<file path="src/qarma_pkg.sv">
// shared types, constants and cell functions for the qarma-64 encrypt pipeline
// no dependencies
package qarma_pkg;

  typedef logic [63:0] blk_t;
  typedef logic [3:0]  nib_t;
  typedef nib_t        perm_t [16];

  localparam int RC_DEPTH = 16;

  localparam logic [2:0] CFG_W0     = 3'd0;
  localparam logic [2:0] CFG_W1     = 3'd1;
  localparam logic [2:0] CFG_CORE   = 3'd2;
  localparam logic [2:0] CFG_MIDDLE = 3'd3;
  localparam logic [2:0] CFG_ROUNDS = 3'd4;

  localparam nib_t  SBOX     [16] = '{4'd0, 4'd14, 4'd2, 4'd10, 4'd9, 4'd15, 4'd8, 4'd11,
                                      4'd6, 4'd4, 4'd3, 4'd7, 4'd13, 4'd12, 4'd1, 4'd5};
  localparam perm_t SHUF_FWD = '{4'd0, 4'd11, 4'd6, 4'd13, 4'd10, 4'd1, 4'd12, 4'd7,
                                  4'd5, 4'd14, 4'd3, 4'd8, 4'd15, 4'd4, 4'd9, 4'd2};
  localparam perm_t SHUF_BWD = '{4'd0, 4'd5, 4'd15, 4'd10, 4'd13, 4'd8, 4'd2, 4'd7,
                                  4'd11, 4'd14, 4'd4, 4'd1, 4'd6, 4'd3, 4'd9, 4'd12};
  localparam perm_t TWK_FWD  = '{4'd6, 4'd5, 4'd14, 4'd15, 4'd0, 4'd1, 4'd2, 4'd3,
                                  4'd7, 4'd12, 4'd13, 4'd4, 4'd8, 4'd9, 4'd10, 4'd11};
  localparam perm_t TWK_BWD  = '{4'd4, 4'd5, 4'd6, 4'd7, 4'd11, 4'd1, 4'd0, 4'd8,
                                  4'd12, 4'd13, 4'd14, 4'd15, 4'd9, 4'd10, 4'd2, 4'd3};
  // cells that carry the tweak lfsr
  localparam logic [15:0] LFSR_MASK = 16'b1101_1000_1001_0100;

  localparam blk_t ROUND_CONST [RC_DEPTH] = '{
    64'h0000000000000000, 64'h13198A2E03707344, 64'hA4093822299F31D0,
    64'h082EFA98EC4E6C89, 64'h452821E638D01377, 64'hBE5466CF34E90C6C,
    64'h3F84D5B5B5470917, 64'h9216D5D98979FB1B, 64'hD1310BA698DFB5AC,
    64'h2FFD72DBD01ADFB7, 64'hB8E1AFED6A267E96, 64'hBA7C9045F12C7F99,
    64'h24A19947B3916CF7, 64'h0801F2E2858EFC16, 64'h636920D871574E69,
    64'hA458FEA3F4933D7E};
  localparam blk_t ALPHA = 64'hC0AC29B7C97C50DD;

  function automatic nib_t get_cell(input blk_t v, input int i);
    return v[63-4*i -: 4];
  endfunction

  function automatic blk_t permute(input blk_t v, input perm_t p);
    blk_t r;
    for (int i = 0; i < 16; i++) begin
      r[63-4*i -: 4] = get_cell(v, int'(p[i]));
    end
    return r;
  endfunction

  function automatic blk_t subcells(input blk_t v);
    blk_t r;
    for (int i = 0; i < 16; i++) begin
      r[63-4*i -: 4] = SBOX[get_cell(v, i)];
    end
    return r;
  endfunction

  function automatic nib_t rot1(input nib_t v);
    return {v[2:0], v[3]};
  endfunction

  function automatic nib_t rot2(input nib_t v);
    return {v[1:0], v[3:2]};
  endfunction

  function automatic blk_t mix(input blk_t v);
    blk_t r;
    nib_t s0, s1, s2, s3;
    for (int j = 0; j < 4; j++) begin
      s0 = get_cell(v, j);
      s1 = get_cell(v, j + 4);
      s2 = get_cell(v, j + 8);
      s3 = get_cell(v, j + 12);
      r[63-4*j -: 4]      = rot1(s1) ^ rot2(s2) ^ rot1(s3);
      r[63-4*(j+4) -: 4]  = rot1(s0) ^ rot1(s2) ^ rot2(s3);
      r[63-4*(j+8) -: 4]  = rot2(s0) ^ rot1(s1) ^ rot1(s3);
      r[63-4*(j+12) -: 4] = rot1(s0) ^ rot2(s1) ^ rot1(s2);
    end
    return r;
  endfunction

  function automatic blk_t tweak_fwd(input blk_t v);
    blk_t r;
    nib_t c;
    r = permute(v, TWK_FWD);
    for (int i = 0; i < 16; i++) begin
      c = get_cell(r, i);
      if (LFSR_MASK[15-i]) begin
        r[63-4*i -: 4] = {c[0] ^ c[1], c[3:1]};
      end
    end
    return r;
  endfunction

  function automatic blk_t tweak_bwd(input blk_t v);
    blk_t r;
    nib_t c;
    r = v;
    for (int i = 0; i < 16; i++) begin
      c = get_cell(v, i);
      if (LFSR_MASK[15-i]) begin
        r[63-4*i -: 4] = {c[2:0], c[0] ^ c[3]};
      end
    end
    return permute(r, TWK_BWD);
  endfunction

endpackage

</file>
<file path="src/qarma_fwd_cell.sv">
// one forward round cell of the encrypt pipeline
// depends on qarma_pkg
module qarma_fwd_cell import qarma_pkg::*; #(
  parameter int IDX = 0
) (
  input  logic       clk,
  input  logic       rst_n,
  input  logic       valid_i,
  input  blk_t       state_i,
  input  blk_t       tweak_i,
  input  logic [4:0] rounds,
  input  blk_t       round_key,
  output logic       valid_o,
  output blk_t       state_o,
  output blk_t       tweak_o
);

  localparam logic [4:0] RIDX = 5'(IDX);

  logic valid_r;
  blk_t state_r, state_nxt, tweak_r, tweak_nxt;

  always_comb begin
    blk_t x;
    x = state_i ^ ROUND_CONST[IDX % RC_DEPTH] ^ round_key ^ tweak_i;
    if (IDX != 0) begin
      x = mix(permute(x, SHUF_FWD));
    end
    x = subcells(x);
    if (RIDX < rounds) begin
      state_nxt = x;
      tweak_nxt = tweak_fwd(tweak_i);
    end else begin
      state_nxt = state_i;
      tweak_nxt = tweak_i;
    end
  end

  always_ff @(posedge clk) begin
    if (!rst_n) begin
      valid_r <= 1'b0;
    end else begin
      valid_r <= valid_i;
    end
  end

  always_ff @(posedge clk) begin
    state_r <= state_nxt;
    tweak_r <= tweak_nxt;
  end

  assign valid_o = valid_r;
  assign state_o = state_r;
  assign tweak_o = tweak_r;

endmodule

</file>
<file path="config.mk">
export PLATFORM = sky130hd
export DESIGN_NAME = qarma_fwd_cell
export DESIGN_NICKNAME = d
export VERILOG_FILES = /design/src/qarma_pkg.sv /design/src/qarma_fwd_cell.sv
export SDC_FILE = /design/constraint.sdc
export NUM_CORES = 1
export LEC_CHECK = 0
export ABC_AREA = 1
export ABC_CLOCK_PERIOD_IN_PS = 2900
export BUFFER_PORTS_ARGS = -buffer_cell sky130_fd_sc_hd__clkbuf_2
export CAP_MARGIN = 20
export CORE_MARGIN = 1
export CORE_UTILIZATION = 30
export DETAILED_ROUTE_END_ITERATION = 7
export GPL_ROUTABILITY_DRIVEN = 0
export PLACE_DENSITY_LB_ADDON = 0.1
export SYNTH_ARGS = -nofsm -noshare
export SYNTH_HDL_FRONTEND = slang
export SYNTH_SLANG_ARGS = --single-unit
</file>
<file path="constraint.sdc">
create_clock -name clk -period 2.9 [get_ports clk]
set_clock_uncertainty 0.15 [all_clocks]
set_input_delay 0.435 -clock clk [delete_from_list [all_inputs] [get_ports clk]]
set_output_delay 0.435 -clock clk [all_outputs]
set_load 0.01 [all_outputs]
</file>
=== After elaboration in Yosys (flattened, before gate mapping) ===
Memories as Yosys holds them, arrays and structs flattened.
Index checks and enable logic that the tools add are counted.

* $lt $le $gt $ge: 17
* Muxes and demuxes: 34
* Bitwise logic cells: 25

{| class="wikitable"
|+ Operators with widths
! cell !! number
|-
| two-way mux 4 bit || 32
|-
| two-way mux 64 bit || 2
|-
| XOR 64 bit || 2
|-
| greater-or-equal comparator 5 bit (second input constant) || 16
|-
| NOT 4 -> 5 bit || 16
|-
| XOR 1 bit || 7
|-
| < comparator 1 x 5 -> 1 bit (first input constant) || 1
|}

* Register bits: 129
* ROM bits: 1024
* Output and inout bits: 129
* Memories kept: 16

{| class="wikitable"
|+ Memories
! memory !! depth !! bits a word !! read ports !! clocked after memory_dff !! wr ports !! RTL line !! RTL
|-
| (no name shown) || 16 || 4 || 1 || 0 || 0 || qarma_pkg.sv:54 || <nowiki>r[63-4*i -: 4] = SBOX[get_cell(v, i)];</nowiki>
|-
| (no name shown) || 16 || 4 || 1 || 0 || 0 || qarma_pkg.sv:54 ||
|-
| (no name shown) || 16 || 4 || 1 || 0 || 0 || qarma_pkg.sv:54 ||
|-
| (no name shown) || 16 || 4 || 1 || 0 || 0 || qarma_pkg.sv:54 ||
|-
| (no name shown) || 16 || 4 || 1 || 0 || 0 || qarma_pkg.sv:54 ||
|-
| (no name shown) || 16 || 4 || 1 || 0 || 0 || qarma_pkg.sv:54 ||
|-
| 10 more memories || n/a || n/a || n/a || n/a || n/a || n/a ||
|}

=== Logic depth before layout (Yosys ltp) ===
Gate-level depths: netlist (run 1).

* Word-level depth: 7
* Depth in mapped cells: 10

=== Worst setup path after synthesis (run 1) ===
No wires, ideal clock.

* Path kind: input to register
* From: in rounds[1]
* To: reg tweak_r[31] (netlist: tweak_o[31])
* Arrival: 1.152 ns
* Required time: 2.622 ns
* Setup slack: 1.470 ns
* Cell stages on the path: 7
* Cell sequence: nor2_1 -> nand2_1 -> nor2_4 -> inv_2 -> clkbuf_1 -> o21ai_0 -> o21ai_0

* Cells in the longest elaborated chain, start to end: 2

{| class="wikitable"
|+ RTL lines
! what !! RTL line !! RTL
|-
| from (decl) || qarma_fwd_cell.sv:11 || <nowiki>input logic [4:0] rounds,</nowiki>
|-
| < comparator 1 x 5 -> 1 bit || qarma_fwd_cell.sv:30 || <nowiki>if (RIDX < rounds) begin</nowiki>
|-
| two-way mux 64 bit || qarma_fwd_cell.sv:30 ||
|-
| named net tweak_nxt[31] || qarma_fwd_cell.sv:21 || <nowiki>blk_t state_r, state_nxt, tweak_r, tweak_nxt;</nowiki>
|-
| to (signal assigned) || qarma_fwd_cell.sv:49 || <nowiki>tweak_r <= tweak_nxt;</nowiki>
|-
| to (decl) || qarma_fwd_cell.sv:21 ||
|}

The timed path passes the listed nets, and every way through them passes these cells.
A chain may end at the register's enable or synchronous reset.

=== Final worst setup path (run 1) ===
* From: in rounds[4]
* To: reg state_r[63] (netlist: state_o[63])

* Cells in the longest elaborated chain, start to end: 2

{| class="wikitable"
|+ RTL lines
! what !! RTL line !! RTL
|-
| < comparator 1 x 5 -> 1 bit || qarma_fwd_cell.sv:30 ||
|-
| two-way mux 64 bit || qarma_fwd_cell.sv:30 ||
|-
| named net state_nxt[63] || qarma_fwd_cell.sv:21 ||
|-
| to (signal assigned) || qarma_fwd_cell.sv:48 || <nowiki>state_r <= state_nxt;</nowiki>
|-
| to (decl) || qarma_fwd_cell.sv:21 ||
|}

The timed path passes the listed nets, and every way through them passes these cells.

==> qor.txt, run 1 <==
STATUS
---------------------------------------------------------------------------------------
Outcome .................................................................. complete, no violations

STA
---------------------------------------------------------------------------------------
Unrepaired setup endpoints after global routing ..........................           no
Count of pins over their slew limit ......................................            0
Setup-violating endpoint count in the final report .......................            0
Pin slew with the least headroom to its limit ............................     0.738 ns
Final total negative setup slack .........................................         0 ns
Count of endpoints failing hold in the final timing report ...............            0
Period minus WS final ....................................................      1.59 ns
Highest Clock Rate .......................................................    0.628 GHz
Relative slew slack ......................................................        0.508
Final period utilization .................................................        0.549

LOGIC SYNTHESIS
---------------------------------------------------------------------------------------
Synthesized area divided by synthesized cell count .......................   5.67 sq um
Area share of the leading cell type in the synthesized netlist ...........        0.340
Summed instance area of the synthesized netlist ..........................   7600 sq um
Portion of the post-synthesis area used by sequential elements ...........        0.340
Cells after Synth ........................................................        1,340
Warning count from the yosys run .........................................            0
Post-synth cell types ....................................................           18
FF+latch count, synth ....................................................          129
Mapped Nets ..............................................................        1,540
Largest cells by area after synthesis .................................... sky130_fd_sc_hd__dfxtp_1, sky130_fd_sc_hd__nand2_1, sky130_fd_sc_hd__inv_1
Biggest area consumer among synthesized cells ............................ sky130_fd_sc_hd__dfxtp_1

FINAL LAYOUT
---------------------------------------------------------------------------------------
Layout-stage area growth over the synthesis result .......................        34.3%
Register area ............................................................   2580 sq um
Layout cells sized above 1 ...............................................        0.216
Area used by multi-input combinational logic .............................   4230 sq um
Antenna Cells ............................................................            0
Share of the core filled with cells ......................................        0.415
Final nets ...............................................................        1,864
Number of inserted filler cells in the final layout ......................        2,786

CLOCK TREE
---------------------------------------------------------------------------------------
Clk pin slew, worst setup/hold paths .....................................      0.06 ns
Total clock buffers created by CTS .......................................           17
Post CTS Setup Buffer Count ..............................................            0
Clock tree from TritonCTS ................................................        built
Cts-stage hold buffer count ..............................................            0
Root buf cell ............................................................ sky130_fd_sc_hd__clkbuf_16
CTS resizes ..............................................................            0
Number of sinks driven by the clock tree .................................          129
Maximum number of buffers from clock root to sink ........................            2
H-tree levels ............................................................            4

FLOORPLAN
---------------------------------------------------------------------------------------
Y dimension of the die ...................................................  161 microns
Floorplan die area ....................................................... 26,000 sq um
Site Rows ................................................................           57
Core area ................................................................ 24,600 sq um
Initial cell density of the core .........................................        0.309
X dimension of the die ...................................................  161 microns
Io pins ..................................................................          329

DRT
---------------------------------------------------------------------------------------
Antenna violation net count after detailed routing .......................            0
DR WL met2 ............................................................... 11,800 microns
Final routed wire length divided by cell count ........................... 12.7 microns
Drt via density ..........................................................         4.41
Highest layer used for signal routing ....................................         met4
DR vias ..................................................................        8,811
Number of violations reported at the end of detailed-routing iteration 0 .          430
Met1 wire length ......................................................... 11,600 microns
Sum of routed wire length over all layers ................................ 25,500 microns
Length of the first detailed-routing pass in iterations ..................            7
DRC violation count after routing ........................................            0
Detailed-routed wire length on met3 ...................................... 1780 microns

WORST HOLD PATH
---------------------------------------------------------------------------------------
Hold WC Path Type ........................................................    in -> reg

POWER
---------------------------------------------------------------------------------------
Largest voltage drop on the vdd net ......................................     0.320 mV
Leakage ..................................................................      6.17 nW
Overall power after layout ...............................................      5.72 mW
Power density over the cells .............................................  560 nW/um^2

WORST SETUP PATH
---------------------------------------------------------------------------------------
Critical path class ......................................................    in -> reg
Required time at the endpoint of the critical path .......................      3.09 ns
Arrival time at the worst endpoint .......................................      1.78 ns
Launching element type of the critical path ..............................    input pin
Type of destination of the critical path .................................         flop
CP max FO ................................................................          160

GRT
---------------------------------------------------------------------------------------
Via count of the first global-routing pass ...............................        8,014
Overall routing resource usage ...........................................        0.193
Final global-route overflow total ........................................            0
Initial antenna violation count ..........................................            1
Pin count of the biggest net entering global routing .....................          161
Wire length of the first global-routing pass ............................. 39,600 microns

JOB
---------------------------------------------------------------------------------------
Maximum Capacitance Violations ...........................................            0

PLACEMENT
---------------------------------------------------------------------------------------
Detailed Place HPWL ...................................................... 20,300 microns
Number of port buffers ...................................................          328

[area by class of cell]
class                   count  area share
clock buffers              18      0.0420
well taps                 324      0.0397
clock inverters            13      0.0208
repair buffers            330       0.165
flip-flops and latches    129       0.253
inverters                 178      0.0655
multi-input cells        1008       0.414
[worst max-delay path, stage by stage]
cell	delay, ns
sky130_fd_sc_hd__clkbuf_2	0.08
sky130_fd_sc_hd__nor2_1	0.10
sky130_fd_sc_hd__nand2_1	0.09
sky130_fd_sc_hd__nor2_4	0.13
sky130_fd_sc_hd__buf_12	0.47
sky130_fd_sc_hd__a21oi_1	0.14
sky130_fd_sc_hd__a21oi_1	0.19
[cell usage in the layout (no fill, tap or decap), drive strengths merged, types with 2 or more instances in the layout]
cell type  Yosys  routed
o21ai         86      86
nand2        646     646
dfxtp        129     129
inv          178     178
clkinvlp       0       3
a21oi         48      48
clkbuf         7     346
nand3b        31      31
nand3        112     112
bufinv         0       5
buf           18       2
clkinv         0       5
nor2          82      82
[registers in the layout (all words and copies together) (netlist names)]
name     flops
tweak_o     64
state_o     64
valid_o      1
[report_power, final]
group | switching (mW) | total, mW | internal [mW]
Clock | 0.862 | 2.39 | 1.53
Sequential | 0.0644 | 2.05 | 1.99
Combinational | 0.775 | 1.28 | 0.506
[Yosys cell counts]
cell type	number
sky130_fd_sc_hd__o21ai_1	57
sky130_fd_sc_hd__nand3b_1	31
sky130_fd_sc_hd__inv_2	1
sky130_fd_sc_hd__buf_4	3
sky130_fd_sc_hd__nor2_1	81
sky130_fd_sc_hd__xnor2_1	1
sky130_fd_sc_hd__inv_1	177
sky130_fd_sc_hd__a21oi_1	48
sky130_fd_sc_hd__buf_2	14
sky130_fd_sc_hd__o21ai_0	29
sky130_fd_sc_hd__a31oi_1	1
sky130_fd_sc_hd__dfxtp_1	129
sky130_fd_sc_hd__buf_1	1
sky130_fd_sc_hd__nand2_1	646
sky130_fd_sc_hd__nand3_1	112
sky130_fd_sc_hd__xor2_1	1
sky130_fd_sc_hd__nor2_4	1
sky130_fd_sc_hd__clkbuf_1	7
[worst paths after layout]
kind,depth (start not counted),slack (ns),startpoint,to
worst max-delay path,7,1.31,rounds[4],state_o[63]
worst min-delay path,3,0.05,valid_i,valid_o
[routing by layer]
layer / global-route usage / vias up
li1: - / 4777
met1: 0.232 / 3784
met2: 0.332 / 230
met3: 0.0598 / 20
met4: 0.0485 / 0
met5: 0 / -
[cell families after synthesis]
kind of cell,Yosys count,share of synthesized area
simple gates,871,0.465
buf+inv,203,0.104
compound gates,135,0.0891
flops,129,0.340
xor+xnor,2,0.00230
[per-stage QoR]
stage | std cells | hold slack [ns] | worst slack (ns) | instance area (sq um)
3_5_place_dp | 1969 | 0.467 | 0.928 | 9570
5_1_grt | 2000 | 0.0434 | 1.17 | 10200
3_3_place_gp | 1969 | 0.464 | 0.934 | 9570
6_report | 2000 | 0.0484 | 1.31 | 10200
2_1_floorplan | 1340 | 0.378 | 1.47 | 7600
4_1_cts | 2000 | 0.0253 | 1.37 | 10200
No activity file was read; power rests on OpenSTA's default activity.
==> inputs of run 2 (changes only) <==
--- a/config.mk
+++ b/config.mk
@@ -6,7 +6,7 @@
 export NUM_CORES = 1
 export LEC_CHECK = 0
 export ABC_AREA = 1
-export ABC_CLOCK_PERIOD_IN_PS = 2900
+export ABC_CLOCK_PERIOD_IN_PS = 1700
 export BUFFER_PORTS_ARGS = -buffer_cell sky130_fd_sc_hd__clkbuf_2
 export CAP_MARGIN = 20
 export CORE_MARGIN = 1
==> constraint.sdc (replaced) <==
create_clock -name clk -period 1.7 [get_ports clk]
set_clock_uncertainty 0.15 [all_clocks]
set_input_delay 0.255 -clock clk [delete_from_list [all_inputs] [get_ports clk]]
set_output_delay 0.255 -clock clk [all_outputs]
set_load 0.01 [all_outputs]
==> run 2 against run 1 <==
Compared with the run above:
- power rose by 68%
- flip-flop and latch count is the same
- utilization increased by 5.6 points
- global-route usage rose by 1.4 points
- final area is 14% higher
- highest routed layer unchanged
- sequential power is 70% higher
- largest cell class unchanged
- combinational power increased by 92%
- cell count increased by 7.1%
- clock power up 52%
- critical path type unchanged
- hold slack lost 0.035 ns
- routed wire length increased by 5.5%
==> qor.txt, run 2 (synthesis gave the netlist of run 1 again) <==
STATUS
---------------------------------------------------------------------------------------
Outcome .................................................................. complete, no violations

FLOORPLAN
---------------------------------------------------------------------------------------
X dimension of the die ...................................................  161 microns
Site Rows ................................................................           57
Floorplan die area ....................................................... 26,000 sq um
Core area ................................................................ 24,600 sq um
Y dimension of the die ...................................................  161 microns
Initial cell density of the core .........................................        0.309
Io pins ..................................................................          329

FINAL LAYOUT
---------------------------------------------------------------------------------------
Most frequent cells in the layout ........................................ sky130_fd_sc_hd__nand2_1, sky130_fd_sc_hd__clkbuf_2, sky130_fd_sc_hd__inv_1
Layout-stage area growth over the synthesis result .......................        52.6%
Final nets ...............................................................        2,004
Share of the core filled with cells ......................................        0.471
Post-layout instance count excluding filler cells ........................        2,142
Layout cells sized above 1 ...............................................        0.204
Most common library cell in the layout ignoring fill and taps ............ sky130_fd_sc_hd__nand2_1

PLACEMENT
---------------------------------------------------------------------------------------
Cell count after placement ...............................................        1,978
Detailed Place HPWL ...................................................... 21,300 microns
Worst setup timing slack at the placement stage ..........................     0.143 ns
Number of port buffers ...................................................          328

GRT
---------------------------------------------------------------------------------------
Pin count of the biggest net entering global routing .....................           67
Overall routing resource usage ...........................................        0.207
Global Route met2 Usage ..................................................        0.356
Initial antenna violation count ..........................................            1
Final global-route overflow total ........................................            0
Top Usage Layer GRT ......................................................         met2
Wire length of the first global-routing pass ............................. 42,800 microns
Met1 Resource Use GR .....................................................        0.247
Via count of the first global-routing pass ...............................        8,959
GR Util met3 .............................................................       0.0562

CLOCK TREE
---------------------------------------------------------------------------------------
Clock tree from TritonCTS ................................................        built
Total clock buffers created by CTS .......................................           17
Post CTS Setup Buffer Count ..............................................            0
Number of sinks driven by the clock tree .................................          129
H-tree levels ............................................................            4
Root buf cell ............................................................ sky130_fd_sc_hd__clkbuf_16
Clk pin slew, worst setup/hold paths .....................................      0.06 ns
Maximum number of buffers from clock root to sink ........................            2

WORST SETUP PATH
---------------------------------------------------------------------------------------
Arrival time at the worst endpoint .......................................      1.81 ns
Buffers and inverters on the worst path ..................................            4
CP max FO ................................................................           23
Slowest stage delay, CP ..................................................      0.56 ns
Required time at the endpoint of the critical path .......................      1.91 ns
Cell-by-cell listing of the critical path ................................ clkbuf_2, nor2_1, nand2_1, nor2_4, buf_12, buf_12, nand2_1, o21ai_1, dlygate4sd3_1
Type of destination of the critical path .................................         flop
Highest-delay cell along the critical path ............................... sky130_fd_sc_hd__dlygate4sd3_1
Critical path launch point ...............................................    rounds[1]
Launching element type of the critical path ..............................    input pin
Critical path class ......................................................    in -> reg
Top Family by Delay on Critical Path ..................................... buffers and inverters

STA
---------------------------------------------------------------------------------------
Final total negative setup slack .........................................         0 ns
Pin slew with the least headroom to its limit ............................     0.301 ns
Worst-case hold slack ....................................................    0.0139 ns
Unrepaired setup endpoints after global routing ..........................           no
Setup-violating endpoint count in the final report .......................            0
Period minus WS final ....................................................      1.60 ns
Setup slack after layout .................................................     0.104 ns
Final period utilization .................................................        0.939
Relative slew slack ......................................................        0.799
Count of endpoints failing hold in the final timing report ...............            0
Highest Clock Rate .......................................................    0.627 GHz
Count of pins over their slew limit ......................................            0

DRT
---------------------------------------------------------------------------------------
Length of the first detailed-routing pass in iterations ..................            5
Number of violations reported at the end of detailed-routing iteration 0 .          475
Antenna violation net count after detailed routing .......................            0
Sum of routed wire length over all layers ................................ 26,900 microns
DRC violation count after routing ........................................            0
Final routed wire length divided by cell count ........................... 12.5 microns
Drt via density ..........................................................         4.41
DR vias ..................................................................        9,454

WORST HOLD PATH
---------------------------------------------------------------------------------------
Worst hold start .........................................................  tweak_i[63]
Hold WC Path Type ........................................................    in -> reg

POWER
---------------------------------------------------------------------------------------
Leakage ..................................................................      6.75 nW
Largest voltage drop on the vdd net ......................................     0.607 mV
Power density over the cells .............................................  828 nW/um^2

JOB
---------------------------------------------------------------------------------------
Maximum Capacitance Violations ...........................................            0

[run 2: cell count changes in the layout (fill, tap and decap cells not counted), sizes merged]
cell	change
buf	+9
bufinv	-3
dlygate4sd3	+131
clkinv	-1
clkinvlp	+1
clkbuf	+4
diode	+1
[run 2: what timing repair did]
| action | CTS | global route |
|---|---|---|
| endpoints found under the setup margin | 0 | 1 |
| hold buffers | 131 | 0 |
| hold endpoints to repair | 123 | 0 |
| resized for setup | 0 | 1 |
[run 2: metal layers]
layer	part of all wire	routed length [microns]	vias to the layer above
li1	-	-	5070
met5	0	0	-
met2	0.47	12600	270
met4	0.018	489	0
met3	0.068	1820	26
met1	0.44	11900	4088
[run 2: power by group]
group	internal (mW)	switching [mW]	total, mW
combinational	1.07	1.39	2.46
clock	2.23	1.42	3.64
sequential	3.39	0.103	3.49
total	6.69	2.91	9.60
[run 2: metrics by stage]
stage	cell area, sq um	power [mW]
3_5_place_dp	9710	5.78
2_1_floorplan	7600	4.78
4_1_cts	11600	9.72
6_report	11600	9.60
5_1_grt	11600	10.2
3_3_place_gp	9710	5.77
[run 2: layout make-up]
class	instances	area [sq um]
Timing Repair Buffer	470	3140
Antenna cell	1	2.50
Clock inverter	10	110
Fill cell	2666	13000
Tap cell	324	405
Sequential cell	129	2580
Multi-Input combinational cell	1008	4230
Clock buffer	22	464
Inverter	178	668
[run 2: final timing paths]
kind                           to  cells after the start
worst max-delay path  tweak_o[38]                      9
worst min-delay path  tweak_o[46]                      3
[run 2: worst min-delay path: cells and delay by family]
kind                   cells  cell delay [ns]
buffers and inverters      2             0.16
AOI/OAI and AO/OA          1             0.13
==> inputs of run 3 (changes only) <==
--- a/config.mk
+++ b/config.mk
@@ -11,6 +11,7 @@
 export CAP_MARGIN = 20
 export CORE_MARGIN = 1
 export CORE_UTILIZATION = 30
+export CTS_BUF_LIST = sky130_fd_sc_hd__clkbuf_8 sky130_fd_sc_hd__clkbuf_16
 export DETAILED_ROUTE_END_ITERATION = 7
 export GPL_ROUTABILITY_DRIVEN = 0
 export PLACE_DENSITY_LB_ADDON = 0.1
==> run 3 against run 2 <==
Compared with the run above:
- largest power group unchanged
- cell count unchanged
- critical endpoint unchanged
- power barely moved
- fmax increased by 0.34%
- worst setup slack better by 0.0054 ns
- final area unchanged
- routed wire length is essentially flat
- die area unchanged
==> qor.txt, run 3 (synthesis gave the netlist of run 1 again) <==
STATUS
---------------------------------------------------------------------------------------
Outcome .................................................................. complete, no violations

WORST HOLD PATH
---------------------------------------------------------------------------------------
Worst hold start .........................................................  tweak_i[36]
Endpoint of the worst hold-timing path ...................................  tweak_o[36]
Depth of the worst hold-timing path ......................................            3
Hold WC Path Type ........................................................    in -> reg

POWER
---------------------------------------------------------------------------------------
Switching power total ....................................................      2.92 mW
Leakage ..................................................................      6.76 nW
Fraction of power spent switching nets ...................................        0.305
Comb pwr share ...........................................................        0.257
Largest voltage drop on the vdd net ......................................     0.607 mV
Power density over the cells .............................................  827 nW/um^2
Relative contribution of the clock network to total power ................        0.379
Sequential power share ...................................................        0.364
Design internal power ....................................................      6.67 mW

DRT
---------------------------------------------------------------------------------------
Sum of routed wire length over all layers ................................ 26,900 microns
DR vias ..................................................................        9,472
Highest layer used for signal routing ....................................         met4
Number of violations reported at the end of detailed-routing iteration 0 .          446
Detailed-routed wire length on met3 ...................................... 1840 microns
Final routed wire length divided by cell count ........................... 12.6 microns
Antenna violation net count after detailed routing .......................            0
DRC violation count after routing ........................................            0
Length of the first detailed-routing pass in iterations ..................            5
DR WL met2 ............................................................... 12,600 microns
Drt via density ..........................................................         4.42
Met1 wire length ......................................................... 11,900 microns

STA
---------------------------------------------------------------------------------------
Setup slack after layout .................................................     0.110 ns
Period minus WS final ....................................................      1.59 ns
Unrepaired setup endpoints after global routing ..........................           no
Final total negative setup slack .........................................         0 ns
Highest Clock Rate .......................................................    0.629 GHz
Setup-violating endpoint count in the final report .......................            0
Relative slew slack ......................................................        0.799
Count of pins over their slew limit ......................................            0
Pin slew with the least headroom to its limit ............................     0.301 ns
Count of endpoints failing hold in the final timing report ...............            0
Final period utilization .................................................        0.936

WORST SETUP PATH
---------------------------------------------------------------------------------------
Cell-by-cell listing of the critical path ................................ clkbuf_2, nor2_1, nand2_1, nor2_4, buf_12, buf_12, nand2_1, o21ai_1, dlygate4sd3_1
Required time at the endpoint of the critical path .......................      1.92 ns
Type of destination of the critical path .................................         flop
Critical path class ......................................................    in -> reg
Arrival time at the worst endpoint .......................................      1.81 ns
Top Family by Delay on Critical Path ..................................... buffers and inverters
Slowest stage delay, CP ..................................................      0.56 ns
Highest-delay cell along the critical path ............................... sky130_fd_sc_hd__dlygate4sd3_1
Launching element type of the critical path ..............................    input pin
CP max FO ................................................................           23
Buffers and inverters on the worst path ..................................            4

GRT
---------------------------------------------------------------------------------------
Overall routing resource usage ...........................................        0.207
Initial antenna violation count ..........................................            1
Pin count of the biggest net entering global routing .....................           67
Wire length of the first global-routing pass ............................. 42,800 microns
Final global-route overflow total ........................................            0
Via count of the first global-routing pass ...............................        8,960

FINAL LAYOUT
---------------------------------------------------------------------------------------
Post-layout instance count excluding filler cells ........................        2,142
Most frequent cells in the layout ........................................ sky130_fd_sc_hd__nand2_1, sky130_fd_sc_hd__clkbuf_2, sky130_fd_sc_hd__inv_1
Layout cells sized above 1 ...............................................        0.204
Final cell area excluding filler cells ................................... 11,600 sq um
Final nets ...............................................................        2,004
Layout-stage area growth over the synthesis result .......................        52.6%
Most common library cell in the layout ignoring fill and taps ............ sky130_fd_sc_hd__nand2_1
Share of the core filled with cells ......................................        0.471

CLOCK TREE
---------------------------------------------------------------------------------------
Post CTS Setup Buffer Count ..............................................            0
Number of sinks driven by the clock tree .................................          129
Total clock buffers created by CTS .......................................           17
Root buf cell ............................................................ sky130_fd_sc_hd__clkbuf_16
Maximum number of buffers from clock root to sink ........................            2
Clk pin slew, worst setup/hold paths .....................................      0.06 ns
H-tree levels ............................................................            4
Clock tree from TritonCTS ................................................        built

JOB
---------------------------------------------------------------------------------------
Maximum Capacitance Violations ...........................................            0

PLACEMENT
---------------------------------------------------------------------------------------
Detailed Place HPWL ...................................................... 21,300 microns
Number of port buffers ...................................................          328
Post-DP Area .............................................................   9710 sq um
Cell count after placement ...............................................        1,978
Worst setup timing slack at the placement stage ..........................     0.143 ns

FLOORPLAN
---------------------------------------------------------------------------------------
Initial cell density of the core .........................................        0.309
Io pins ..................................................................          329
X dimension of the die ...................................................  161 microns
Site Rows ................................................................           57
Y dimension of the die ...................................................  161 microns
Floorplan die area ....................................................... 26,000 sq um
Core area ................................................................ 24,600 sq um

-- run 3: layout make-up --
class	instances	area [sq um]
Fill cell	2666	13000
Multi-Input combinational cell	1008	4230
Timing Repair Buffer	470	3140
Sequential cell	129	2580
Inverter	178	668
Clock buffer	19	453
Tap cell	324	405
Clock inverter	13	121
Antenna cell	1	2.50
-- run 3: worst max path at each step --
stage                         start          end  slack, ns  cells after the start
after detailed placement  rounds[1]  state_o[53]       0.14                      8
after global placement    rounds[1]  tweak_o[47]       0.16                      8
after global routing      rounds[1]   tweak_o[9]       0.03                      9
after floorplan           rounds[1]  tweak_o[31]       0.45                      7
final                     rounds[1]  tweak_o[38]       0.11                      9
after CTS                 rounds[1]  tweak_o[10]       0.13                      8
-- run 3: power groups by stage --
stage	Combinational, mW	Clock (mW)	Sequential (mW)
after floorplan	1.05	0	3.73
after global placement	2.21	0	3.56
after detailed placement	2.23	0	3.55
after CTS	2.48	3.73	3.49
after global routing	2.78	3.87	3.52
final	2.46	3.64	3.49
-- run 3: metal layers --
layer,track usage,vias up
met5,0,-
met4,0.0673,0
met3,0.0562,28
met2,0.356,277
met1,0.247,4098
li1,-,5069
-- run 3: what timing repair did --
| action | 4_1_cts | 5_1_grt |
|---|---|---|
| hold endpoints to repair | 123 | 0 |
| resized for setup | 0 | 1 |
| hold buffers | 131 | 0 |
| setup endpoints to repair | 0 | 1 |
-- run 3: through the flow --
step           hold slack [ns]  total power [mW]
3_5_place_dp             0.290              5.78
5_1_grt                 0.0315              10.2
4_1_cts                0.00493              9.71
3_3_place_gp             0.284              5.77
6_report                0.0104              9.59
2_1_floorplan            0.198              4.78
